File: config.mk
export PLATFORM = sky130hd
export DESIGN_NAME = qvr_round_flat
export DESIGN_NICKNAME = d
export VERILOG_FILES = /design/src/rtl/qvr_pkg.sv /design/src/rtl/qvr_channels.sv /design/src/rtl/qvr_round.sv /design/src/flat_wrapper.sv
export VERILOG_INCLUDE_DIRS = /design/src /design/src/rtl
export SDC_FILE = /design/constraint.sdc
export NUM_CORES = 1
export LEC_CHECK = 0
export ABC_AREA = 1
export CORE_MARGIN = 2
export CORE_UTILIZATION = 50
export DETAILED_ROUTE_END_ITERATION = 8
export DONT_BUFFER_PORTS = 1
export MAX_ROUTING_LAYER = met4
export REMOVE_ABC_BUFFERS = 1
export SKIP_CTS_REPAIR_TIMING = 1
export SYNTH_ARGS = -nofsm -noshare
export SYNTH_HDL_FRONTEND = slang
export SYNTH_SLANG_ARGS = --single-unit
File: constraint.sdc
create_clock -name clk -period 2.2 [get_ports clk]
set_input_delay 0.11 -clock clk [delete_from_list [all_inputs] [get_ports clk]]
set_output_delay 0.11 -clock clk [all_outputs]
set_load 0.03 [all_outputs]
File: src/rtl/quaternion_vector_rotate_core_assert.svh
// assertion macros shared by the rotator modules
// both expect clk and arst_n in the enclosing scope
`ifndef QUATERNION_VECTOR_ROTATE_CORE_ASSERT_SVH
`define QUATERNION_VECTOR_ROTATE_CORE_ASSERT_SVH

// consequent checked in the same cycle as the antecedent
`define QVR_ASSERT_SAME(label, ante, cons, msg) \
	label: assert property (@(posedge clk) disable iff (!arst_n) (ante) |-> (cons)) \
		else $error(msg);

// consequent checked in the cycle after the antecedent
`define QVR_ASSERT_NEXT(label, ante, cons, msg) \
	label: assert property (@(posedge clk) disable iff (!arst_n) (ante) |=> (cons)) \
		else $error(msg);

`endif

File: src/rtl/qvr_pkg.sv
package qvr_pkg;

	// field width of vectors, quaternion parts and outputs
	localparam int FIELD_W = 16;
	// first product terms and their sums
	localparam int P1_W = 2 * FIELD_W;
	localparam int T_W = P1_W + 1;
	// second product terms, pair sums and totals
	localparam int P2_W = T_W + FIELD_W;
	localparam int R_W = P2_W + 1;
	// fixed point scale of the full sandwich product
	localparam int FRAC_SHIFT = 28;

	typedef logic signed [FIELD_W-1:0] field_t;
	typedef logic signed [P1_W-1:0] prod1_t;
	typedef logic signed [T_W-1:0] tval_t;
	typedef logic signed [P2_W-1:0] prod2_t;
	typedef logic signed [R_W-1:0] rval_t;

endpackage

File: src/rtl/qvr_channels.sv


// output beat: rotated vector and saturation flag
interface qvr_result_if;
	logic valid;
	logic ready;
	qvr_pkg::field_t out_x;
	qvr_pkg::field_t out_y;
	qvr_pkg::field_t out_z;
	logic clipped;
	modport source (output valid, out_x, out_y, out_z, clipped, input ready);
	modport sink (input valid, out_x, out_y, out_z, clipped, output ready);
endinterface


// full precision vector part of the sandwich product
interface qvr_r_if;
	logic valid;
	logic ready;
	qvr_pkg::rval_t r_x;
	qvr_pkg::rval_t r_y;
	qvr_pkg::rval_t r_z;
	modport source (output valid, r_x, r_y, r_z, input ready);
	modport sink (input valid, r_x, r_y, r_z, output ready);
endinterface

File: src/rtl/qvr_round.sv
`include "quaternion_vector_rotate_core_assert.svh"

// round to nearest (ties up), saturate, and hold the output beat (s6)
module qvr_round (
	input logic clk,
	input logic arst_n,
	qvr_r_if.sink up,
	qvr_result_if.source dn
);

	localparam int QUO_W = qvr_pkg::R_W - qvr_pkg::FRAC_SHIFT;

	typedef logic signed [QUO_W-1:0] quo_t;
	typedef struct packed {
		qvr_pkg::field_t value;
		logic clip;
	} sat_t;

	localparam qvr_pkg::rval_t HALF = qvr_pkg::rval_t'(1) << (qvr_pkg::FRAC_SHIFT - 1);
	localparam qvr_pkg::field_t FIELD_MAX = {1'b0, {(qvr_pkg::FIELD_W - 1){1'b1}}};
	localparam qvr_pkg::field_t FIELD_MIN = {1'b1, {(qvr_pkg::FIELD_W - 1){1'b0}}};

	function automatic sat_t round_sat(input qvr_pkg::rval_t r);
		qvr_pkg::rval_t biased;
		quo_t quo;
		sat_t res;
		biased = r + HALF;
		quo = quo_t'(biased >>> qvr_pkg::FRAC_SHIFT);
		if (quo > quo_t'(FIELD_MAX)) begin
			res.value = FIELD_MAX;
			res.clip = 1'b1;
		end else if (quo < quo_t'(FIELD_MIN)) begin
			res.value = FIELD_MIN;
			res.clip = 1'b1;
		end else begin
			res.value = quo[qvr_pkg::FIELD_W-1:0];
			res.clip = 1'b0;
		end
		return res;
	endfunction

	logic v_s6;
	logic en_s6;
	sat_t sx, sy, sz;
	qvr_pkg::field_t out_x_s6, out_y_s6, out_z_s6;
	logic clipped_s6;

	assign en_s6 = !v_s6 || dn.ready;
	assign up.ready = en_s6;

	assign sx = round_sat(up.r_x);
	assign sy = round_sat(up.r_y);
	assign sz = round_sat(up.r_z);

	always_ff @(posedge clk or negedge arst_n) begin
		if (!arst_n) begin
			v_s6 <= 1'b0;
		end else if (en_s6) begin
			v_s6 <= up.valid;
		end
	end

	always_ff @(posedge clk) begin
		if (en_s6) begin
			out_x_s6 <= sx.value;
			out_y_s6 <= sy.value;
			out_z_s6 <= sz.value;
			clipped_s6 <= sx.clip | sy.clip | sz.clip;
		end
	end

	assign dn.valid = v_s6;
	assign dn.out_x = out_x_s6;
	assign dn.out_y = out_y_s6;
	assign dn.out_z = out_z_s6;
	assign dn.clipped = clipped_s6;

	`QVR_ASSERT_SAME(a_clip_at_rail, dn.valid && dn.clipped, dn.out_x == FIELD_MAX || dn.out_x == FIELD_MIN || dn.out_y == FIELD_MAX || dn.out_y == FIELD_MIN || dn.out_z == FIELD_MAX || dn.out_z == FIELD_MIN, "clipped set with no part at a rail")
	`QVR_ASSERT_NEXT(a_out_load, up.valid && up.ready, dn.valid, "accepted beat not presented")

endmodule

File: src/flat_wrapper.sv
// flat-port wrapper written by rule: the top's interface ports become plain ports
module qvr_round_flat 
  (clk, arst_n, up_valid, up_r_x, up_r_y, up_r_z, up_ready, dn_valid, dn_out_x, dn_out_y, dn_out_z, dn_clipped, dn_ready);
  qvr_r_if up_i ();
  qvr_result_if dn_i ();
  input logic clk;
  input logic arst_n;
  input wire logic [$bits(up_i.valid)-1:0] up_valid;
  input wire logic [$bits(up_i.r_x)-1:0] up_r_x;
  input wire logic [$bits(up_i.r_y)-1:0] up_r_y;
  input wire logic [$bits(up_i.r_z)-1:0] up_r_z;
  output wire logic [$bits(up_i.ready)-1:0] up_ready;
  output wire logic [$bits(dn_i.valid)-1:0] dn_valid;
  output wire logic [$bits(dn_i.out_x)-1:0] dn_out_x;
  output wire logic [$bits(dn_i.out_y)-1:0] dn_out_y;
  output wire logic [$bits(dn_i.out_z)-1:0] dn_out_z;
  output wire logic [$bits(dn_i.clipped)-1:0] dn_clipped;
  input wire logic [$bits(dn_i.ready)-1:0] dn_ready;
  assign up_i.valid = up_valid;
  assign up_i.r_x = up_r_x;
  assign up_i.r_y = up_r_y;
  assign up_i.r_z = up_r_z;
  assign up_ready = up_i.ready;
  assign dn_valid = dn_i.valid;
  assign dn_out_x = dn_i.out_x;
  assign dn_out_y = dn_i.out_y;
  assign dn_out_z = dn_i.out_z;
  assign dn_clipped = dn_i.clipped;
  assign dn_i.ready = dn_ready;
  qvr_round u_core (.clk(clk), .arst_n(arst_n), .up(up_i), .dn(dn_i));
endmodule
# --- Word-level counts from Yosys, hierarchy flattened ---
# Index checks and enable logic that the tools add are counted.
totals:
  register_bits: 50
  in_bits: 154
  output_inout_bits: 51
  elab_cells: 24
classes:
  addsub: 3
  magnitude_cmp: 6
  muxes: 6
  bitwise_logic: 2
  reduce_logical: 2
op_table:
  columns: ["op", "n"]
  rows:
  - ["adder 50 x 29 -> 50 bit (second input constant)", 3]
  - ["> comparator 22 x 16 -> 1 bit (second input constant)", 3]
  - ["< comparator 22 x 16 -> 1 bit (second input constant)", 3]
  - ["two-way mux 17 bit", 3]
  - ["two-way mux 1 bit", 3]
  - ["bitwise OR 1 bit", 2]
  - ["zero test 1 bit", 1]
  - ["logical OR 1 bit", 1]

# --- Depth between registers and ports, before layout ---
# Gate-level depths: netlist of run 1.
logic_depth:
  ltp_word: 6
  ltp_mapped: 15
  mapped_depth_nobuf: 15

# --- Worst setup path after synthesis of run 1 ---
# Ideal clock, no wire load.
synth_timing:
  path_type: "register -> register"
  startpoint: "register u_core.v_s6 (netlist: u_core.dn.valid)"
  endpoint: "register u_core.clipped_s6 (netlist: u_core.dn.clipped) (enable)"
  setup_ps: 656
  arrival_ps: 1544
  required_ps: 1544
  slack_ps: 0
  stages_incl_launch_ff: 2
  path_buffers: 0
  synth_period_minus_slack_ps: 2200
  path_cell_list: "dfrtp_1 > nand2_1"
synth_via:
  elab_chain_len: 2
synth_lines:
  columns: ["item", "line_no", "rtl"]
  rows:
  - ["start: declaration", "qvr_round.sv:42", "logic v_s6;"]
  - ["start signal: assignment", "qvr_round.sv:59", "v_s6 <= up.valid;"]
  - ["zero test 1 bit", "qvr_round.sv:48", "assign en_s6 = !v_s6 || dn.ready;"]
  - ["logical OR 1 bit", "qvr_round.sv:48", null]
  - ["via up_ready", "flat_wrapper.sv:12", "output wire logic [$bits(up_i.ready)-1:0] up_ready;"]
  - ["end signal: assignment", "qvr_round.sv:68", "clipped_s6 <= sx.clip | sy.clip | sz.clip;"]
  - ["end: declaration", "qvr_round.sv:46", "logic clipped_s6;"]
# The timed path passes the listed nets, and every way through them passes these cells.
# A chain may end at the register's enable or synchronous reset.

# --- Worst setup path in the final report of run 1 ---
layout_timing:
  startpoint: "input port up_r_z[27]"
  endpoint: "register u_core.out_z_s6[3] (netlist: u_core.dn.out_z[3]) (data pin)"
layout_via:
  elab_chain_len: 3
  elab_cells_between_ends: 4
  cone_classes: "1 x add/sub; 2 x order compare; 1 x mux"
layout_lines:
  columns: ["item", "line_no", "rtl"]
  rows:
  - ["start: declaration", "flat_wrapper.sv:11", "input wire logic [$bits(up_i.r_z)-1:0] up_r_z;"]
  - ["adder 50 x 29 -> 50 bit *", "qvr_round.sv:27", "biased = r + HALF;"]
  - ["< comparator 22 x 16 -> 1 bit", "qvr_round.sv:32", "end else if (quo < quo_t'(FIELD_MIN)) begin"]
  - ["two-way mux 17 bit", "qvr_round.sv:32", null]
  - ["end signal: assignment", "qvr_round.sv:67", "out_z_s6 <= sz.value;"]
  - ["end: declaration", "qvr_round.sv:45", "qvr_pkg::field_t out_x_s6, out_y_s6, out_z_s6;"]
# Every way passes the cells marked *; elsewhere a longest branch is shown, timed or not.

==> impl_metrics.py, run 1 <==
metrics = {
    "global_route": {
        "grt_pass1_vias": 3090,
        "grt_start_max_net_pins": 52,
        "grt_overflow": 0,
        "grt_pass1_wl_um": 13740,
        "grt_antenna_before_repair": 0,
        "grt_use_total_pct": 20.64,
    },
    "yosys": {
        "synth_ff_type": "edfxtp_1",
        "netlist_area_um2": 3907,
        "synth_cell_types": 33,
        "synth.yosys.seq_area_share_pct": 38.30,
        "avgSynthCellArea_um2": 7.738,
        "syn_inst": 505,
        "yosys_warnings": 0,
        "synth_top_area_share_pct": 37.66,
        "async_flop_share_pct": 2.000,
        "synth_edf_count": 49,
        "netlist_top_cells_area": "edfxtp_1, nand2_1, nor2_1, xor2_1, o21ai_2",
        "synth-seq-cells": 50,
        "yosysTopAreaCell": "edfxtp_1",
    },
    "clock_tree": {
        "clock_path_buffers": 2,
        "clk_latency_ps": 310,
        "clk_pin_slew_ps": 90,
        "tritoncts": "yes",
        "clock_sinks": 50,
        "cts_buffers": 5,
        "cts-root-buf": "clkbuf_8",
        "htreeDepth": 2,
    },
    "detailed_routing": {
        "wl_met3_um": 640,
        "dr.pass1.iters": 4,
        "route.detailed.drc": 0,
        "wl_um": 8263,
        "via_count": 3096,
        "wl_met2_um": 4100,
        "vias_per_cell": 5.018,
        "first_iter_violations": 147,
        "top_layer_used": "met4",
        "avgRoutedWirePerCell_um": 13.39,
        "detail-route-antenna-nets": 0,
        "drt-met1-wl_um": 3397,
    },
    "flow_run": {
        "drv_cap": 0,
    },
    "worst_setup_path": {
        "path_class": "input port to flop",
        "crit_fanout": 12,
        "critical_path.slowest_cell": "inv_2",
        "worst_setup_path_end_kind": "flop",
        "cpPeakStageDelay_ps": 250,
        "cp.required_ps": 2250,
        "critPathMostFrequentCell": "inv_2",
        "start_kind": "input port",
        "crit_chain": "ha_1 -> nand2_1 -> nor2_4 -> nand2_4 -> nor2_2 -> nand4_1 -> xor2_1 -> inv_2 -> nand2_2 -> inv_2 -> o21ai_0",
        "worstPathArrival_ps": 1670,
    },
    "floorplan": {
        "die_width_um": 92.40,
        "die_y_um": 92.40,
        "core_area_um2": 7647,
        "rows": 32,
        "initial_utilization_pct": 51.10,
        "die_area_um2": 8538,
        "boundaryPins": 205,
    },
    "timing": {
        "grt_setup_unrepaired": "no",
        "hold_ws_ps": 49.31,
        "timing.final.crit_share_pct": 73.58,
        "slew_viol_final": 0,
        "slew_headroom_pct": 74.49,
        "hold_viol": 0,
        "setup_viol": 0,
        "fin_skew_ps": 7.516,
        "clock.fmax_ghz": 0.6177,
        "tightest_slew_ps": 379.7,
        "fin_crit_ps": 1619,
    },
    "placement": {
        "port_buffers": 0,
        "routabilityCongestion": 0.9345,
        "dp_hpwl_um": 6841,
        "place_inst": 606,
    },
    "pwr": {
        "switchingPower_w": 0.0006752,
        "p_seq_share_pct": 57.7,
        "power_frac_comb_pct": 13.7,
        "leakagePower_nw": 1.646,
        "peakVddDrop_uv": 331.2,
        "switching_share_pct": 29.69,
        "clockPowerShare_pct": 28.6,
        "power_density_nw_per_um2": 545.7,
        "power.internal_w": 0.001599,
    },
    "finish": {
        "register_area_um2": 1496,
        "multi_input_area_um2": 2197,
        "diodes": 0,
        "fin_cells": 617,
        "drive_above_1_share_pct": 17.09,
        "areaGrowthSynthToFinish_pct": 6.660,
        "fillerInstances": 745,
        "nets": 671,
    },
    "run_status": {
        "status": "finished, final reports clean",
    },
    "hold_path": {
        "hold_class": "input port to flop",
    },
}
[placed cells by master (no fill, tap or decap), types with 2 or more instances in the layout]
cell type | Yosys | routed
dlygate4sd3_1 | 0 | 3
nand2_4 | 3 | 3
nor3_1 | 5 | 5
nand3_1 | 26 | 26
nand4_1 | 9 | 9
xnor2_1 | 16 | 16
nor2_8 | 2 | 2
nor2_4 | 9 | 9
xor2_1 | 21 | 21
or2_2 | 3 | 3
o21ai_2 | 18 | 18
inv_2 | 7 | 7
nor2_1 | 62 | 62
nand2_2 | 11 | 12
buf_4 | 1 | 3
ha_1 | 3 | 3
nand3b_1 | 8 | 8
nand3_2 | 2 | 2
and2_1 | 4 | 4
inv_1 | 29 | 29
nand2_1 | 180 | 179
o21ai_0 | 7 | 7
nor2_2 | 16 | 16
o21ai_1 | 2 | 2
buf_12 | 1 | 2
clkbuf_8 | 0 | 5
edfxtp_1 | 49 | 49
[path summary, 6_finish.rpt]
check	from	to	slack [ps]	depth (start not counted)
setup / recovery	up_r_z[27]	u_core.dn.out_z[3]	580	11
hold / removal	up_r_z[49]	u_core.dn.out_z[15]	50	2
setup reg to reg	u_core.dn.valid	u_core.dn.out_z[2]	930	2
hold reg to reg	u_core.dn.valid	u_core.dn.valid	980	3
max in group asynchronous	arst_n	u_core.dn.valid	1540	2
min in group asynchronous	arst_n	u_core.dn.valid	560	2
[flip-flops by register name (all words and copies together), names as in the netlist]
signal             count
u_core.dn.clipped      1
u_core.dn.valid        1
u_core.dn.out_y       16
u_core.dn.out_x       16
u_core.dn.out_z       16
[cells by family (layout without fill, tap and decap cells)]
group                    after synthesis  count (layout)  synth area share, %
AO/OA/AOI/OAI                         31              31                6.020
XOR/XNOR                              37              37                8.293
adder cells (fa/ha/maj)                3               3               0.9607
buffers and inverters                 43              53                5.540
flip-flops                            50              50                38.30
AND/OR/NAND/NOR                      341             341                40.89
[power by group through the flow]
stage	Sequential [W]	Clock (W)	Combinational, W
5_1_grt	0.00132	0.000699	0.000360
4_1_cts	0.00131	0.000674	0.000313
6_report	0.00131	0.000651	0.000312
3_5_place_dp	0.00134	0	0.000312
3_3_place_gp	0.00134	0	0.000308
2_1_floorplan	0.00133	0	0.000248
[synthesized netlist by cell type (all sizes together) (3+ instances only)]
library cell and instances:
and2 4, buf 6, edfxtp 49, ha 3
inv 37, nand2 194, nand3 28, nand3b 8
nand4 9, nor2 89, nor3 6, o21ai 27
or2 3, xnor2 16, xor2 21
[per-stage QoR]
stage                     setup TNS, ps  worst slack, ps  cell area [µm²]  utilization, %  total power, W
after floorplan                  -18.74          -0.3824             3835               -        0.001575
after global placement                0            274.5             4028           52.67        0.001644
after detailed placement              0            278.6             4028           52.67        0.001648
after CTS                             0            594.4             4138           54.11        0.002302
after global routing                  0            429.1             4168           54.50        0.002379
final                                 0            581.2             4168           54.50        0.002274
[metal layers]
layer / vias up / global-route usage, %
met2: 87 / 36.56
met1: 1359 / 22.26
li1: 1641 / -
met4: 0 / 5.721
met3: 9 / 6.591
met5: - / -
[cell type report]
class	instances	share of cell area [%]
Clock buffer	6	1.741
Tap cell	102	3.062
Multi-Input combinational cell	412	52.72
Clock inverter	2	0.9006
Sequential cell	50	35.91
Inverter	37	3.452
Timing Repair Buffer	8	2.222
[worst max-delay path: cells and delay by family]
kind	cells	cell delay [ps]
AOI/OAI and AO/OA	1	120
adders and majority gates	1	130
buffers and inverters	2	330
xor gates and xnor gates	1	190
and+or+nand+nor	6	780
(Power assumes the default switching activity.)
==> inputs of run 2 (changes only) <==
- ABC_AREA: 1 -> 0
- clock period: 2.2 -> 1.6 ns (I/O delays scaled with it)
==> run 2 against run 1 <==
  * The run now ends with setup timing left
  * Cell area is 5.9% lower
  * Register-to-register slack worse by 650 ps
  * First-iteration DRC count is 50% lower
  * Synthesized area is 18% lower
  * Sequential cell count stayed put
  * Critical path depth is 2 lower
  * Combinational power is 21% higher
  * Final cell count is 29% lower
  * Setup slack worse by 770 ps
  * Critical path type unchanged
  * Highest routed layer unchanged
==> impl_metrics.py, run 2 <==
metrics = {
    "run_status": {
        "violations": "setup timing",
        "status": "complete, but fails checks",
    },
    "pwr": {
        "leakagePower_nw": 1.365,
        "peakVddDrop_uv": 667.7,
        "power_w": 0.003131,
        "power_density_nw_per_um2": 797.8,
    },
    "yosys": {
        "yosysMostFrequentCell": "edfxtp_1",
        "synth_edf_count": 49,
        "synth_cell_types": 47,
        "synth_top_area_share_pct": 46.14,
        "yosysTopAreaCell": "edfxtp_1",
        "async_flop_share_pct": 2.000,
        "netlist_top_cells_count": "edfxtp_1, o21ai_0, xnor2_1, xor2_1",
        "synth.yosys.seq_area_share_pct": 46.92,
        "avgSynthCellArea_um2": 10.22,
        "yosys_warnings": 0,
        "syn_inst": 312,
        "synth_ff_type": "edfxtp_1",
        "netlist_area_um2": 3189,
        "netlist_top_cells_area": "edfxtp_1, o21ai_0, xnor2_1, xor2_1, nand4_1",
        "synth-seq-cells": 50,
    },
    "global_route": {
        "grt_start_max_net_pins": 52,
        "grt_overflow": 0,
        "grt_pass1_vias": 2505,
        "grt_use_total_pct": 21.68,
        "grt_pass1_wl_um": 11830,
        "grt_antenna_before_repair": 0,
    },
    "hold_path": {
        "hold_class": "input port to flop",
    },
    "detailed_routing": {
        "vias_per_cell": 5.865,
        "via_count": 2569,
        "detail-route-antenna-nets": 0,
        "wl_um": 7547,
        "route.detailed.drc": 0,
        "dr.pass1.iters": 4,
        "avgRoutedWirePerCell_um": 17.23,
        "first_iter_violations": 74,
    },
    "finish": {
        "final_common_cell": "edfxtp_1",
        "nets": 517,
        "layout_common_cells": "edfxtp_1, buf_4, o21ai_0, xor2_1, xnor2_1",
        "fin_area_um2": 3924,
        "drive_above_1_share_pct": 24.93,
        "final_util_pct": 62.87,
        "diodes": 0,
        "areaGrowthSynthToFinish_pct": 23.03,
    },
    "clock_tree": {
        "htreeDepth": 2,
        "tritoncts": "yes",
        "clk_pin_slew_ps": 100,
        "clock_path_buffers": 2,
        "cts-root-buf": "clkbuf_8",
        "cts_buffers": 5,
        "clock_sinks": 50,
        "clk_latency_ps": 310,
    },
    "flow_run": {
        "drv_cap": 0,
    },
    "timing": {
        "fin_skew_ps": 11.29,
        "setup_viol": 16,
        "slew_viol_final": 0,
        "timing.final.crit_share_pct": 111.6,
        "clock.fmax_ghz": 0.5603,
        "fin_crit_ps": 1785,
        "slew_headroom_pct": 76.46,
        "hold_viol": 0,
        "tightest_slew_ps": 348.2,
        "grt_setup_unrepaired": "yes",
        "layout_setup_ws_ps": -184.9,
    },
    "placement": {
        "place_area_um2": 3583,
        "port_buffers": 0,
        "routabilityCongestion": 0.9057,
        "dp_hpwl_um": 5604,
    },
    "worst_setup_path": {
        "crit_chain": "ha_4 -> nand4_1 -> nor4_2 -> nand4_1 -> or3b_4 -> and2_4 -> o21ai_4 -> buf_6 -> o21ai_2",
        "cpPeakStageDelay_ps": 470,
        "critPathMostFrequentCell": "nand4_1",
        "start_kind": "input port",
        "critical_path.slowest_cell": "or3b_4",
        "worst_setup_path_end_kind": "flop",
        "cp.required_ps": 1680,
        "crit_fanout": 6,
        "worstPathArrival_ps": 1860,
        "path_class": "input port to flop",
    },
    "floorplan": {
        "boundaryPins": 205,
        "initial_utilization_pct": 51.10,
        "rows": 29,
        "core_area_um2": 6241,
        "die_area_um2": 7033,
        "die_width_um": 83.87,
        "die_y_um": 83.87,
    },
}
## run 2: cell count changes after synthesis, sizes merged, moves of 4 or more
cell    delta
clkbuf     +6
and3      +10
nor4       +7
nand3      -8
nor2      -73
o21ai     +20
nand2    -179
a21oi      +4
nand4     +12
inv       -26
xnor2      +7
and4       +7
nand3b     -8
## run 2: per-layer routing
layer	wire, µm	GRT usage, %	vias to the layer above
met4	69	5.425	0
met1	3175	27.11	1190
met2	3601	33.60	105
met5	0	-	-
met3	701	8.111	5
li1	-	-	1269
## run 2: per-stage QoR
stage                     setup TNS [ps]  setup WS, ps  hold WS [ps]  std cells
after CTS                          -4821        -275.8        -559.4        429
final                              -2667        -184.9         27.34        438
after global routing               -3911        -260.6         24.03        438
after floorplan                   -53460        -709.2        -215.6        301
after detailed placement          -17890        -612.4        -215.6        421
after global placement            -16140        -515.0        -215.6        421
## run 2: final timing paths
check / cells past startpoint / slack [ps] / startpoint / end
worst max-delay path: 9 / -180 / up_r_y[28] / u_core.dn.out_y[9]
worst min-delay path: 2 / 30 / up_r_z[36] / u_core.dn.out_z[8]
worst max register to register: 2 / 280 / u_core.dn.valid / u_core.dn.out_y[15]
worst min register to register: 3 / 1050 / u_core.dn.valid / u_core.dn.valid
max in group asynchronous: 2 / 980 / arst_n / u_core.dn.valid
min in group asynchronous: 2 / 510 / arst_n / u_core.dn.valid
## run 2: cells by family after synthesis
group           share of synthesized area [%]
simple gates                            22.28
compound gates                          12.20
flops                                   46.92
xor+xnor                                13.14
buf+inv                                 3.334
mux                                    0.9416
fa+ha+maj                               1.177
## run 2: critical path, delay by kind of cell
kind,cells,cell delay [ps]
AND/OR/NAND/NOR,5,1260
AO/OA/AOI/OAI,2,240
buffers and inverters,1,170
adder cells (fa/ha/maj),1,110
## run 2: final cells by class
type,count,area (µm²)
timing repair buffer,52,464.2
inverter,11,41.29
sequential,50,1496
tap,77,96.34
clock buffer,5,68.82
fill,537,2317
multi-input combinational,240,1708
clock inverter,3,48.80
## run 2: report_power, final
| group | leakage, nW | switching (W) | internal, W | total [W] |
|---|---|---|---|---|
| registers | 0.483 | 0.000241 | 0.00157 | 0.00181 |
| clock network | 0.0563 | 0.000465 | 0.000477 | 0.000942 |
| logic | 0.825 | 0.000189 | 0.000189 | 0.000378 |
